$ cat src/rtl/core/pvrtc_texel_decoder_assert.svh
// Assertion macros for the PVRTC texel decoder.
// No dependencies; included by the files that carry assertions.
`ifndef PVRTC_TEXEL_DECODER_ASSERT_SVH
`define PVRTC_TEXEL_DECODER_ASSERT_SVH
`ifndef ASSERT_OFF
`define PVRTC_ASSERT(lbl, clk, rst, prop, msg) \
  lbl: assert property (@(posedge clk) disable iff (rst) prop) else $error(msg);
`define PVRTC_NEVER(lbl, clk, rst, cond, msg) \
  lbl: assert property (@(posedge clk) disable iff (rst) !(cond)) else $error(msg);
`else
`define PVRTC_ASSERT(lbl, clk, rst, prop, msg)
`define PVRTC_NEVER(lbl, clk, rst, cond, msg)
`endif
`endif

$ cat src/rtl/core/pvrtc_fifo.sv
// Small register queue used between the front and the back and at the output.
// No dependencies; DEPTH must be a power of two.
module pvrtc_fifo #(
  parameter int unsigned WIDTH = 8,
  parameter int unsigned DEPTH = 4
) (
  input  logic                       clk,
  input  logic                       rst,
  input  logic                       push,
  input  logic [WIDTH-1:0]           din,
  input  logic                       pop,
  output logic [WIDTH-1:0]           dout,
  output logic                       full,
  output logic                       empty,
  output logic [$clog2(DEPTH):0]     count
);

  localparam int unsigned PW = (DEPTH > 1) ? $clog2(DEPTH) : 1;

  logic [WIDTH-1:0] mem [DEPTH];
  logic [PW-1:0]    wr_ptr;
  logic [PW-1:0]    rd_ptr;
  logic             do_push;
  logic             do_pop;

  assign full    = (count == ($clog2(DEPTH) + 1)'(DEPTH));
  assign empty   = (count == '0);
  assign do_push = push && !full;
  assign do_pop  = pop && !empty;
  assign dout    = mem[rd_ptr];

  always_ff @(posedge clk) begin
    if (rst) begin
      wr_ptr <= '0;
      rd_ptr <= '0;
      count  <= '0;
    end else begin
      if (do_push) begin
        wr_ptr <= wr_ptr + 1'b1;
      end
      if (do_pop) begin
        rd_ptr <= rd_ptr + 1'b1;
      end
      if (do_push && !do_pop) begin
        count <= count + 1'b1;
      end else if (do_pop && !do_push) begin
        count <= count - 1'b1;
      end
    end
  end

  always_ff @(posedge clk) begin
    if (do_push) begin
      mem[wr_ptr] <= din;
    end
  end

endmodule

$ cat config.mk
export PLATFORM = sky130hd
export DESIGN_NAME = pvrtc_fifo
export DESIGN_NICKNAME = d
export VERILOG_FILES = /design/src/rtl/core/pvrtc_texel_decoder_assert.svh /design/src/rtl/core/pvrtc_fifo.sv
export SDC_FILE = /design/constraint.sdc
export NUM_CORES = 1
export LEC_CHECK = 0
export BUFFER_PORTS_ARGS = -buffer_cell sky130_fd_sc_hd__buf_2
export CORE_MARGIN = 3
export CORE_UTILIZATION = 38
export DETAILED_ROUTE_END_ITERATION = 8
export GPL_TIMING_DRIVEN = 0
export PLACE_DENSITY = 0.65
export REMOVE_ABC_BUFFERS = 1
export SYNTH_ARGS = -nofsm -noshare
export SYNTH_HDL_FRONTEND = slang
export SYNTH_SLANG_ARGS = --single-unit
$ cat constraint.sdc
create_clock -name clk -period 4.12 [get_ports clk]
set_input_delay 0.412 -clock clk [delete_from_list [all_inputs] [get_ports clk]]
set_output_delay 0.412 -clock clk [all_outputs]
set_load 0.01 [all_outputs]
# Word-level counts from Yosys, hierarchy flattened
# Memory sizes are Yosys's and may differ from the RTL's. A register that Yosys moved wholly into a read port is not among the register bits.
# Index checks and enable logic that the tools add are counted.
# totals
output_inout_bits	13
reg_bits	7
elab_cells	25
n_memories	1
input_bits	12
ramBits	32
# op_classes
add_sub_neg	4
n_reduce_logical	10
n_mux	6
eq_ne	1
# memory_table
memory	words	width	read_ports	rd_clocked_by_memory_dff	write_ports	line_no	text
mem	4	8	1	1	1	pvrtc_fifo.sv:20	logic [WIDTH-1:0] mem [DEPTH];
# op_table
operator	count
2-to-1 mux 3 bit	2
adder 2 x 1 -> 2 bit (second input constant)	2
logical AND 1 bit	4
logical NOT 1 bit	4
2-to-1 mux 2 bit	2
adder 3 x 1 -> 3 bit (second input constant)	1
== test 3 bit (second input constant)	1
logical NOT 3 bit	1
subtractor 3 x 1 -> 3 bit (second input constant)	1
2-to-1 mux 1 bit	2
nonzero test 2 bit	1

# Depth between registers and ports, before layout
# depth
ltp_word	7
mapped_depth	8
mapped_depth_nobuf	8

# Least setup slack after synthesis
# No wires, ideal clock.
# synth_path
path_kind	reg-to-reg
startpoint	register count[0]
endpoint	register count[2]
setup_ps	70
stages_incl_launch_ff	9
arrival_ps	2003
required_ps	4050
path_buffers	0
setup_slack_ps	2047
cell_sequence	dfxtp_1 > nor3b_2 > nor2_2 > ha_1 > inv_1 > fa_1 > xor2_1 > or3_1 > a21oi_1
# synth_between
elab_chain_len	6
# synth_rtl
item	line_no	text
from (decl)	pvrtc_fifo.sv:15	output logic [$clog2(DEPTH):0] count
from (signal assigned)	pvrtc_fifo.sv:45	count <= count + 1'b1;
from (signal assigned)	pvrtc_fifo.sv:47	count <= count - 1'b1;
== test 3 bit *	pvrtc_fifo.sv:26	assign full = (count == ($clog2(DEPTH) + 1)'(DEPTH));
named net full	pvrtc_fifo.sv:13	output logic full,
logical NOT 1 bit *	pvrtc_fifo.sv:28	assign do_push = push && !full;
logical AND 1 bit *	pvrtc_fifo.sv:28	
named net do_push	pvrtc_fifo.sv:23	logic do_push;
logical NOT 1 bit	pvrtc_fifo.sv:46	end else if (do_pop && !do_push) begin
logical AND 1 bit	pvrtc_fifo.sv:46	
nonzero test 2 bit (no line)	--	
# Mark *: on every way through the listed nets, which the timed path passes. The rest lies on a longest branch. The select of a mux whose other input is x is not followed.
# A chain may end at the register's enable or synchronous reset.

# Final worst setup path
# layout_path
startpoint	register count[0]
endpoint	register count[2]
# layout_between
elab_chain_len	6
# layout_rtl
item	line_no
== test 3 bit *	pvrtc_fifo.sv:26
logical NOT 1 bit *	pvrtc_fifo.sv:28
logical AND 1 bit *	pvrtc_fifo.sv:28
named net do_push	pvrtc_fifo.sv:23
logical NOT 1 bit	pvrtc_fifo.sv:46
logical AND 1 bit	pvrtc_fifo.sv:46
nonzero test 2 bit (no line)	--
# Marked as above.

==> results.cfg <==
[pwr]
power_switching_uw = 327
power.density_nw_per_um2 = 634
internal_power_uw = 895
seqPwrFrac_pct = 46.5
vdd_ir_drop_max_v = 0.000284
p_total_mw = 1.22
p_sw_share_pct = 26.8
combPwrFrac_pct = 22.4
p_leak_nw = 0.711
power_frac_clock_pct = 31.1

[floorplan]
ios = 25
std_cell_rows = 23
fp.dieW_um = 71.3
design.core.area_um2 = 4060
die_area_um2 = 5080
die_y_um = 71.3
start_util_pct = 39.9

[route]
drc = 0
wire_per_inst_um = 15.7
first_pass_iters = 4
routed_wl_mm = 2.65
drt-initial-drc-count = 48
drtAntennaViolNets = 0
num_vias = 829
vias_per_cell = 4.91

[layout]
diodes = 0
final_area_um2 = 1930
layout-drive-gt1-share_pct = 36.1
post-route-util_pct = 47.5
fin_nets = 136
synthToLayoutAreaGrowth_pct = 19.0

[timing]
tightest_slew_ns = 0.593
maxSlewViolCount = 0
finalSetupTns_ns = 0
skew_ns = 0.00596
period_needed_ns = 2.22
rsz0062_at_grt = no
finalHoldViolCount = 0
clock.fmax_mhz = 451
slew_headroom_pct = 60.4
whs_ns = 0.333
setup_viol = 0
period_share_pct = 53.8

[synthesis]
synth_commonest_cells = edfxtp_1, dfxtp_1, mux4_2
synth_top_area_cell = edfxtp_1
synth_area_leaders = edfxtp_1, dfxtp_1, mux4_2, ha_1, xor2_1
syn_inst = 90
postSynthAreaPerCell_um2 = 18.0
syn_area_um2 = 1620
yosysTopAreaCellShare_pct = 59.3
synth_edf_count = 32
synth_seq_cells = 41
synth-seq-area-share_pct = 70.4
synthFlopType = edfxtp_1
yosysMostFrequentCell = edfxtp_1
ys_warn_count = 0
synth.distinct_cells = 22
synthArstFlopShare_pct = 0

[global_routing]
globalRouteTotalUtil_pct = 11.5
grt_pass1_wl_mm = 4.26
grt_pass1_vias = 893
overflow = 0
antenna_found_initial = 0
grt_max_degree = 15

[clock_network]
clk_latency_ns = 0.29
cts_tree = built
clk_pin_slew_ns = 0.08
cts_htree_levels = 2
hold_buffers = 0
post_cts_resized = 0
clockBufferDepth = 2
post_cts_buffers = 0
numCtsBuffers = 5
root_buffer = clkbuf_8
cts_sinks = 41

[critical_path]
critical_path.max_fanout = 7
slowest_stage = dfxtp_1
critPathKind = reg -> reg
slowest_delay_ns = 0.52
cp-end-kind = flop
crit_path_start_kind = flop
critPathArrivalTime_ns = 2.44
path_cells = nor3b_2 -> nor2_2 -> ha_1 -> inv_1 -> fa_1 -> xor2_1 -> or3_1 -> a21oi_1
cp.required_ns = 4.34

[place]
gp_congestion = 0.677
post-dp-hpwl_mm = 1.79
port_buffers = 24
postPlaceCellArea_um2 = 1790

[flow_run]
cap_violations = 0

[worst_hold_path]
hold_class = in -> reg

[status]
status = finished, final reports clean
routing by layer:
metal / GRT usage [%] / routed length (µm) / vias up
met1: 12.4 / 1120 / 406
met3: 3.79 / 148 / 3
met5: 0 / 0 / -
li1: - / - / 396
met4: 5.64 / 40 / 0
met2: 20.2 / 1350 / 24
registers in the layout, indices dropped and copies added, names as in the netlist, named ones only:
signal / cells
wr_ptr: 2
mem: 32
rd_ptr: 2
count: 3
worst paths after layout:
check             cells after the start       from   endpoint  slack, ns
setup / recovery                      8   count[0]   count[2]       1.90
hold / removal                        1     din[2]  mem[2][2]       0.33
setup reg to reg                      8   count[0]   count[2]       1.90
hold reg to reg                       2  wr_ptr[1]  wr_ptr[1]       0.52
stage by stage:
| step | setup slack (ns) | std cells |
|---|---|---|
| floorplan | 2.05 | 87 |
| global placement | 2.00 | 161 |
| detailed placement | 1.90 | 161 |
| CTS | 1.88 | 169 |
| global route | 1.74 | 169 |
| finish | 1.90 | 169 |
kinds of logic (layout without fill, tap and decap cells):
group / Yosys count / in the layout / synth area share (%)
simple gates: 16 / 16 / 5.71
compound gates: 6 / 6 / 2.55
fa+ha+maj: 6 / 6 / 5.10
xor+xnor: 4 / 4 / 2.16
flops: 41 / 41 / 70.4
mux: 10 / 10 / 12.4
buf+inv: 7 / 36 / 1.70
cells in the final DEF (no fill, tap or decap), types with 2 or more instances in the layout:
master / Yosys / routed
a21oi_1: 2 / 2
and2_1: 4 / 4
buf_2: 1 / 24
bufinv_16: 0 / 2
clkbuf_8: 0 / 5
dfxtp_1: 9 / 9
edfxtp_1: 32 / 32
ha_1: 5 / 5
inv_1: 4 / 4
mux2i_1: 2 / 2
mux4_2: 8 / 8
nand2b_1: 2 / 2
nor2_1: 5 / 5
o21ai_0: 2 / 2
or3_1: 2 / 2
xor2_1: 4 / 4
cell type report:
type	instances	area (µm²)
Timing Repair Buffer	24	120
Fill cell	361	2130
Clock inverter	3	68.8
Sequential cell	41	1140
Inverter	4	15.0
Clock buffer	5	68.8
Tap cell	50	62.6
Multi-Input combinational cell	42	452
worst max-delay path: cells and delay by family (launching register included):
kind	cells	cell delay, ns
AOI/OAI and AO/OA	1	0.13
DFF	1	0.52
and+or+nand+nor	3	0.64
xor gates and xnor gates	1	0.16
buffers and inverters	1	0.06
adders and majority gates	2	0.62
power by group through the flow:
stage / Sequential (mW) / Clock [mW] / Combinational (mW)
6_report: 0.568 / 0.381 / 0.273
5_1_grt: 0.580 / 0.411 / 0.303
4_1_cts: 0.571 / 0.393 / 0.280
3_5_place_dp: 0.580 / 0 / 0.278
3_3_place_gp: 0.574 / 0 / 0.270
2_1_floorplan: 0.565 / 0 / 0.187
(Power assumes the default switching activity.)
