===== src/rtl/core/pvrtc_texel_decoder_assert.svh =====
// Assertion macros for the PVRTC texel decoder.
// No dependencies; included by the files that carry assertions.
`ifndef PVRTC_TEXEL_DECODER_ASSERT_SVH
`define PVRTC_TEXEL_DECODER_ASSERT_SVH
`ifndef ASSERT_OFF
`define PVRTC_ASSERT(lbl, clk, rst, prop, msg) \
  lbl: assert property (@(posedge clk) disable iff (rst) prop) else $error(msg);
`define PVRTC_NEVER(lbl, clk, rst, cond, msg) \
  lbl: assert property (@(posedge clk) disable iff (rst) !(cond)) else $error(msg);
`else
`define PVRTC_ASSERT(lbl, clk, rst, prop, msg)
`define PVRTC_NEVER(lbl, clk, rst, cond, msg)
`endif
`endif


===== src/rtl/core/pvrtc_pkg.sv =====
// Shared types and constants of the PVRTC texel decoder.
// No dependencies; imported by the front, the back, the top level and the testbench.
package pvrtc_pkg;

  localparam int unsigned PIX_W     = 10;
  localparam int unsigned DIM_W     = 11;
  localparam int unsigned BADDR_W   = 12;
  localparam int unsigned IDX_W     = 10;
  localparam int unsigned LOG_W     = 4;
  localparam int unsigned MADDR_W   = 20;
  localparam int unsigned UV_W      = 9;
  localparam int unsigned SHIFT_W   = 5;
  localparam int unsigned CFG_IDX_W = 2;

  localparam logic [CFG_IDX_W-1:0] CFG_IMAGE_WIDTH  = 2'd0;
  localparam logic [CFG_IDX_W-1:0] CFG_IMAGE_HEIGHT = 2'd1;
  localparam logic [CFG_IDX_W-1:0] CFG_TWO_BIT_MODE = 2'd2;

  localparam logic KIND_LOAD  = 1'b0;
  localparam logic KIND_PIXEL = 1'b1;

  localparam logic [DIM_W-1:0] RESET_WIDTH  = 11'd256;
  localparam logic [DIM_W-1:0] RESET_HEIGHT = 11'd256;

  localparam int unsigned CMD_DEPTH = 4;
  localparam int unsigned OUT_DEPTH = 8;
  localparam int unsigned OUT_CNT_W = $clog2(OUT_DEPTH) + 1;

  typedef logic [DIM_W-1:0] dim_t;
  typedef logic [IDX_W-1:0] idx_t;
  typedef logic [3:0][7:0]  rgba_t;

  typedef struct packed {
    logic               kind;
    logic [BADDR_W-1:0] block_addr;
    logic [31:0]        modulation_word;
    logic [31:0]        colour_word;
    logic [PIX_W-1:0]   pixel_x;
    logic [PIX_W-1:0]   pixel_y;
  } in_item_t;

  typedef struct packed {
    logic [7:0] red;
    logic [7:0] green;
    logic [7:0] blue;
    logic [7:0] alpha;
    logic       out_of_range;
  } out_item_t;

  // One classified item on its way from the front to the back.
  typedef struct packed {
    logic                         is_load;
    logic                         wr_en;
    logic [BADDR_W-1:0]           waddr;
    logic [63:0]                  wdata;
    logic                         oor;
    logic [3:0]                   hit;
    logic [3:0][MADDR_W-1:0]      addr;
    logic [UV_W-1:0]              u;
    logic [UV_W-1:0]              v;
    logic [1:0]                   hold;
    logic                         two_bit;
    logic [SHIFT_W-1:0]           mod_shift;
  } cmd_t;

  typedef struct packed {
    logic [2:0] inflight;
    logic       load_pop;
  } back_status_t;

endpackage


===== src/rtl/core/pvrtc_front.sv =====
// Front of the decoder: configuration registers, item acceptance and the
// neighbor block address computation. Depends on pvrtc_pkg.
module pvrtc_front #(
  parameter int unsigned MAX_BLOCKS = 4096,
  parameter int unsigned MAX_DIM    = 1024
) (
  input  logic                                clk,
  input  logic                                rst,
  input  logic                                push,
  input  pvrtc_pkg::in_item_t                 request,
  input  logic                                cfg_valid,
  input  logic [pvrtc_pkg::CFG_IDX_W-1:0]     cfg_index,
  input  logic [pvrtc_pkg::DIM_W-1:0]         cfg_data,
  output logic                                cfg_ready,
  input  logic                                cmd_full,
  output logic                                cmd_push,
  output pvrtc_pkg::cmd_t                     cmd
);
  import pvrtc_pkg::*;

  typedef logic [DIM_W+1:0]   dimx_t;
  typedef logic [MADDR_W:0]   maddrx_t;

  function automatic logic [LOG_W-1:0] flog2(idx_t n);
    logic [LOG_W-1:0] r;
    r = '0;
    for (int k = 0; k < IDX_W; k++) begin
      if (n[k]) r = LOG_W'(k);
    end
    return r;
  endfunction

  // Interleave the low s bits of both indices, then append the rest of the
  // longer axis linearly.
  function automatic logic [MADDR_W-1:0] morton(idx_t i, idx_t j, logic [LOG_W-1:0] s,
                                                 logic i_long);
    logic [MADDR_W-1:0] low;
    logic [MADDR_W-1:0] high;
    idx_t               rest;
    low = '0;
    for (int k = 0; k < IDX_W; k++) begin
      if (k < int'(s)) begin
        low[2*k]   = j[k];
        low[2*k+1] = i[k];
      end
    end
    rest = i_long ? (i >> s) : (j >> s);
    high = MADDR_W'(rest) << {s, 1'b0};
    return low | high;
  endfunction

  dim_t image_width;
  dim_t image_height;
  logic two_bit_mode;

  always_ff @(posedge clk) begin
    if (rst) begin
      image_width  <= RESET_WIDTH;
      image_height <= RESET_HEIGHT;
      two_bit_mode <= 1'b0;
    end else if (cfg_valid) begin
      unique case (cfg_index)
        CFG_IMAGE_WIDTH:  image_width  <= cfg_data;
        CFG_IMAGE_HEIGHT: image_height <= cfg_data;
        CFG_TWO_BIT_MODE: two_bit_mode <= cfg_data[0];
        default: ;
      endcase
    end
  end

  assign cfg_ready = 1'b1;
  assign cmd_push  = push && !cmd_full;

  dim_t              w_sat, h_sat, dx, dy;
  logic [DIM_W:0]    x_round, y_round;
  idx_t              bx, by, qx, qy, i0, i1, j0, j1, n_min;
  logic [IDX_W:0]    i0n, j0n;
  logic [LOG_W-1:0]  steps;
  logic              i_long;
  idx_t [3:0]        ci, cj;

  always_comb begin
    w_sat = (dimx_t'(image_width) > dimx_t'(MAX_DIM)) ? dim_t'(MAX_DIM) : image_width;
    h_sat = (dimx_t'(image_height) > dimx_t'(MAX_DIM)) ? dim_t'(MAX_DIM) : image_height;

    x_round = {1'b0, w_sat} + (two_bit_mode ? (DIM_W+1)'(7) : (DIM_W+1)'(3));
    y_round = {1'b0, h_sat} + (DIM_W+1)'(3);
    bx = two_bit_mode ? IDX_W'(x_round >> 3) : IDX_W'(x_round >> 2);
    by = IDX_W'(y_round >> 2);

    // Block grid is offset by half a block.
    dx = dim_t'(request.pixel_x) + (two_bit_mode ? dim_t'(4) : dim_t'(2));
    dy = dim_t'(request.pixel_y) + dim_t'(2);
    qx = two_bit_mode ? IDX_W'(dx >> 3) : IDX_W'(dx >> 2);
    qy = IDX_W'(dy >> 2);

    i0  = (qx == '0) ? bx - 1'b1 : qx - 1'b1;
    j0  = (qy == '0) ? by - 1'b1 : qy - 1'b1;
    i0n = {1'b0, i0} + 1'b1;
    j0n = {1'b0, j0} + 1'b1;
    i1  = (i0n >= {1'b0, bx}) ? '0 : i0n[IDX_W-1:0];
    j1  = (j0n >= {1'b0, by}) ? '0 : j0n[IDX_W-1:0];

    n_min  = (bx < by) ? bx : by;
    steps  = flog2(n_min);
    i_long = (bx > by);

    ci = {i1, i0, i1, i0};
    cj = {j1, j1, j0, j0};

    cmd         = '0;
    cmd.is_load = (request.kind == KIND_LOAD);
    cmd.wr_en   = maddrx_t'(request.block_addr) < maddrx_t'(MAX_BLOCKS);
    cmd.waddr   = request.block_addr;
    cmd.wdata   = {request.colour_word, request.modulation_word};
    cmd.oor     = (dim_t'(request.pixel_x) >= w_sat) || (dim_t'(request.pixel_y) >= h_sat);
    for (int c = 0; c < 4; c++) begin
      cmd.addr[c] = morton(ci[c], cj[c], steps, i_long);
      cmd.hit[c]  = maddrx_t'(cmd.addr[c]) < maddrx_t'(MAX_BLOCKS);
    end
    cmd.u = two_bit_mode ? {1'b0, dx[2:0], 5'd0} : {1'b0, dx[1:0], 6'd0};
    cmd.v = {1'b0, dy[1:0], 6'd0};
    // The block holding the pixel is the right or lower neighbor when the
    // pixel sits in the first half of its block.
    cmd.hold[0]   = two_bit_mode ? ~request.pixel_x[2] : ~request.pixel_x[1];
    cmd.hold[1]   = ~request.pixel_y[1];
    cmd.two_bit   = two_bit_mode;
    cmd.mod_shift = two_bit_mode ? {request.pixel_y[1:0], request.pixel_x[2:0]}
                                 : {request.pixel_y[1:0], request.pixel_x[1:0], 1'b0};
  end

endmodule


===== config.mk =====
export PLATFORM = sky130hd
export DESIGN_NAME = pvrtc_front
export DESIGN_NICKNAME = d
export VERILOG_FILES = /design/src/rtl/core/pvrtc_texel_decoder_assert.svh /design/src/rtl/core/pvrtc_pkg.sv /design/src/rtl/core/pvrtc_front.sv
export SDC_FILE = /design/constraint.sdc
export NUM_CORES = 1
export LEC_CHECK = 0
export CORE_UTILIZATION = 55
export CTS_CLUSTER_DIAMETER = 120
export DETAILED_ROUTE_END_ITERATION = 8
export DONT_BUFFER_PORTS = 1
export MAX_ROUTING_LAYER = met4
export PLACE_DENSITY = 0.69
export SLEW_MARGIN = 20
export SYNTH_ARGS = -nofsm -noshare
export SYNTH_HDL_FRONTEND = slang
export SYNTH_SLANG_ARGS = --single-unit

===== constraint.sdc =====
create_clock -name clk -period 11.25 [get_ports clk]
set_input_delay 2.25 -clock clk [delete_from_list [all_inputs] [get_ports clk]]
set_output_delay 2.25 -clock clk [all_outputs]
set_load 0.01 [all_outputs]

# Word level (Yosys, flattened, before mapping)
# Cells that the tools add are included.
# Widths: inputs -> output; s select.
[op_classes]
add_sub_neg = 10
n_mul = 0
div = 0
magnitude_cmp = 22
eq_ne = 2
n_shift = 8
mux = 67
bitwise_logic = 8
n_reduce_logical = 9
[ops]
columns = ["op", "count"]
rows = [
  ["$mux 10", 10],
  ["$lt 20x13->1 const B", 4],
  ["$mux 2", 40],
  ["$or 20x20->20", 4],
  ["$shl 10x5->20", 4],
  ["$shr 10x4->10", 4],
  ["$mux 4", 8],
  ["$add 10x1->11 const B", 2],
  ["$ge 10x11->1", 2],
  ["$ge 11x10->1", 2],
  ["$gt 11x11->1 const B", 2],
  ["$mux 11", 2],
  ["$logic_not 10->1", 2],
  ["$sub 10x1->10 const B", 2],
  ["$sub 9x1->10 const B", 2],
  ["$lt 3x4->1 const A", 4],
  ["$add 11x2->12 const B", 1],
  ["$add 11x3->12", 1],
  ["$add 10x2->11 const B", 1],
  ["$add 10x3->11", 1],
  ["$gt 10x10->1", 1],
  ["$lt 10x10->1", 1],
  ["$mux 3", 3],
  ["$mux 9", 1],
  ["other kinds (13)", 22],
]
[totals]
reg_bits = 23
latch_bits = 0
ram_bits = 0
mem_bits_ro = 0
inputBits = 115
output_inout_bits = 191
elab_cells = 129
memories = 0

# Logic depth before layout (Yosys ltp)
[depth]
ltp_word = 20
ltp_mapped = 38
mapped_depth_nobuf = 31

# Worst setup path before layout
# Ideal clock, no wire load.
[synth_timing]
path_kind = "input-to-output"
from = "input port request[12] (netlist name)"
to = "output port cmd[108] (netlist name)"
arrival_time_ns = 8.480
required_ns = 9.000
setup_slack_ns = 0.520
path_stages = 26
cell_sequence = "inv_1 -> fa_1 -> and4b_1 -> nor4_2 -> a2111oi_4 -> o211a_1 -> buf_4 -> nand2_2 -> a21oi_1 -> inv_1 -> ha_1 -> or4_4 -> nor3_2 -> a21o_1 -> buf_2 -> inv_1 -> ha_1 -> nand3_1 -> o31ai_1 -> or3_1 -> o31ai_2 -> and2_1 -> o21ai_2 -> o221ai_1 -> nor3_1 -> nor4bb_1"
[synth_lines]
columns = ["element", "line", "source"]
rows = [
  ["start, declared", "pvrtc_front.sv:10", "input pvrtc_pkg::in_item_t request,"],
  ["end, declared", "pvrtc_front.sv:17", "output pvrtc_pkg::cmd_t cmd"],
]

==> run_results.csv <==
group,metric,value,unit
worst_setup_path,crit_path_start_kind,"primary input",
finish,n_fill_cell,1755,
timing,relSlewSlack,32.8,%
finish,syn_to_final_growth,1.49,%
job,drv_cap,0,
route,via_per_inst,7.20,
timing,finalMaxSlewViolations,0,
global_route,grt-ovfl-total,0,
route,wl_per_cell,24.8,um
worst_setup_path,end_kind,"output pin",
logic_synthesis,synth_enable_flop_cells,0,
pwr,powerDensity,127,nW/um2
clock_network,clock_sinks,23,
worst_setup_path,r2r_setup_slack,9.81,ns
route,totalWireLength,40.0,mm
worst_setup_path,slowest_delay,0.50,ns
timing,worst_pin_slew,1.01,ns
route,vias,11606,
finish,final_core_utilization,57.4,%
route,drt-initial-drc-count,1548,
floorplan,io-pin-count,306,
worst_setup_path,crit_type,"in2out",
logic_synthesis,synth_cells,1454,
timing,setup_tns,0,ns
logic_synthesis,synth_area_per_cell,6.75,um2
timing,period_share,97.7,%
placement,place.gp.congestion,0.999,
worst_setup_path,crit_slowest_cell,"fa_2",
clock_network,clock_latency,0.26,ns
logic_synthesis,synth_seq_cells,23,
logic_synthesis,synthDistinctLibCells,114,
placement,hpwl,30.9,mm
logic_synthesis,async_reset_ff_share,0,%
global_route,grt_pass1_vias,10459,
global_route,grt_usage,43.6,%
floorplan,die_w,136,um
finish,ff_latch_area,460,um2
timing,finClkSkew,0,ns
route,drtAntennaViolNets,0,
route,drcViolationCount,0,
global_route,grt_first_pass_wirelength,60.7,mm
global_route,grt_start_max_net_pins,50,
floorplan,start_util,56.5,%
route,first_pass_iters,6,
logic_synthesis,ys_seq_area_share,4.69,%
worst_setup_path,crit_required,9.00,ns
pwr,irDropWorstVdd,0.101,mV
clock_network,cts_buffers,3,
timing,fmaxAchievable,0.0910,GHz
finish,multi_input_area,8130,um2
timing,min_period,10.99,ns
worst_setup_path,crit_fanout,8,
finish,finish.net_count,1555,
floorplan,dieArea,18400,um2
clock_network,holdBufCountCts,0,
clock_network,cts_tree,"done",
clock_network,clockBufferDepth,2,
timing,setup_viol,0,
clock_network,clock-root-buffer,"clkbuf_16",
finish,post_route_cells_drive_above_1_share,15.2,%
floorplan,rows,48,
floorplan,die_y,136,um
placement,numPortBuffers,0,
clock_network,htreeDepth,1,
floorplan,coreArea,17400,um2
min_path,hold_path.class,"reg2reg",
worst_setup_path,critPathArrivalTime,8.74,ns
logic_synthesis,yosysWarnings,0,
pwr,p_leak,4.05,nW
logic_synthesis,ys.flop_type,"dfxtp_1",
clock_network,clk_pin_slew,0.06,ns
timing,finalHoldViolCount,0,
global_route,antenna_found_initial,1,
logic_synthesis,syn-cell-area,9810,um2
outcome,outcome,"finished, final reports clean",
-- Yosys cell counts, drive strengths merged (28+ instances only) --
library cell / count / area share [%]
clkbuf: 51 / 2.0
nor3: 34 / 1.9
buf: 149 / 10
nand3: 44 / 2.2
o21ai: 113 / 5.9
a31oi: 28 / 2.0
xnor2: 38 / 3.5
ha: 52 / 6.6
nand2: 148 / 5.7
a21oi: 91 / 4.7
nor2: 130 / 5.0
o211ai: 29 / 2.4
mux2i: 49 / 5.2
inv: 60 / 2.3
-- routing by layer --
metal / global-route usage (%) / part of all wire (%) / vias to the layer above / routed length, um
met2: 64.6 / 43 / 899 / 17000
met5: - / 0 / - / 0
met3: 11.1 / 13 / 232 / 5130
li1: - / - / 5161 / -
met4: 21.8 / 6.2 / 0 / 2480
met1: 54.3 / 38 / 5314 / 15400
-- critical path, delay by kind of cell --
kind | cells | cell delay [ns]
compound gates | 13 | 2.71
simple gates | 10 | 2.28
fa+ha+maj | 3 | 1.04
xor+xnor | 1 | 0.27
buf+inv | 1 | 0.15
-- kinds of logic after synthesis --
logic type	Yosys count	share of synthesized area (%)
flops	23	4.69
other cells	2	0.0765
fa+ha+maj	53	6.84
simple gates	513	26.1
mux	62	6.66
buf+inv	260	14.6
compound gates	490	36.2
xor+xnor	51	4.86
-- sequential cells by signal, indices dropped and copies added, names as in the netlist --
signal / cells
image_height: 11
image_width: 11
two_bit_mode: 1
-- worst paths after layout --
path | start | cells after the start | endpoint
setup / recovery | request[11] | 28 | cmd[109]
hold reg to reg | image_height[8]$_SDFFE_PP1P_ | 1 | image_height[8]$_SDFFE_PP1P_
setup reg to reg | image_width[10]$_SDFFE_PP0P_ | 4 | image_width[10]$_SDFFE_PP0P_
hold / removal | image_height[8]$_SDFFE_PP1P_ | 1 | image_height[8]$_SDFFE_PP1P_
-- layout by cell type (no fill, tap or decap), drive strengths merged, types with 8 or more instances in the layout --
| master | synthesis | routed |
|---|---|---|
| o221ai | 20 | 20 |
| mux2 | 13 | 13 |
| mux2i | 49 | 49 |
| nand2 | 148 | 148 |
| nand2b | 20 | 20 |
| ha | 52 | 52 |
| nor4 | 12 | 12 |
| o211ai | 29 | 29 |
| a21oi | 91 | 91 |
| a31oi | 28 | 28 |
| o21ai | 113 | 113 |
| o21a | 9 | 9 |
| a22oi | 9 | 9 |
| a211oi | 14 | 14 |
| dfxtp | 23 | 23 |
| or3 | 12 | 12 |
| inv | 60 | 60 |
| a21o | 20 | 20 |
| and2 | 14 | 14 |
| conb | 2 | 27 |
| nor2b | 20 | 20 |
| o22ai | 25 | 25 |
| o31ai | 17 | 17 |
| xnor2 | 38 | 38 |
| a2111oi | 11 | 11 |
| nor2 | 130 | 130 |
| xor2 | 13 | 13 |
| a211o | 8 | 8 |
| or2 | 11 | 11 |
| and3 | 18 | 18 |
| buf | 149 | 103 |
| nor3 | 34 | 34 |
| nand4 | 14 | 14 |
| nand3 | 44 | 44 |
| a221oi | 10 | 10 |
-- through the flow --
stage	cell area, um2	hold slack [ns]	instances	setup slack (ns)	total power [mW]
floorplan	9900	0.465	1479	0.520	0.803
global placement	9750	0.498	1602	0.282	1.13
detailed placement	9750	0.509	1602	0.0695	1.13
CTS	9830	0.526	1606	0.0581	1.21
global route	9960	0.575	1612	-0.0301	1.33
finish	9960	0.536	1612	0.260	1.27
-- cell type report --
cell class,count,area share [%]
multi-input cells,1196,81.7
repair buffers,103,7.77
flip-flops and latches,23,4.62
well taps,225,2.83
inverters,60,2.26
clock buffers,3,0.754
clock inverters,1,0.0503
diodes,1,0.0251
-- report_power, final --
part | switching [mW] | leakage [nW] | internal, mW | total (mW)
Sequential | 0.00667 | 0.187 | 0.0844 | 0.0911
Clock | 0.0286 | 0.0409 | 0.0478 | 0.0764
Combinational | 0.714 | 3.82 | 0.385 | 1.10
-- repair_timing --
| action | in CTS | in global routing |
|---|---|---|
| setup endpoints to repair | 0 | 48 |
| gates resized for setup | 0 | 23 |
| setup buffers | 0 | 5 |
Power figures use the tool's default switching activity.
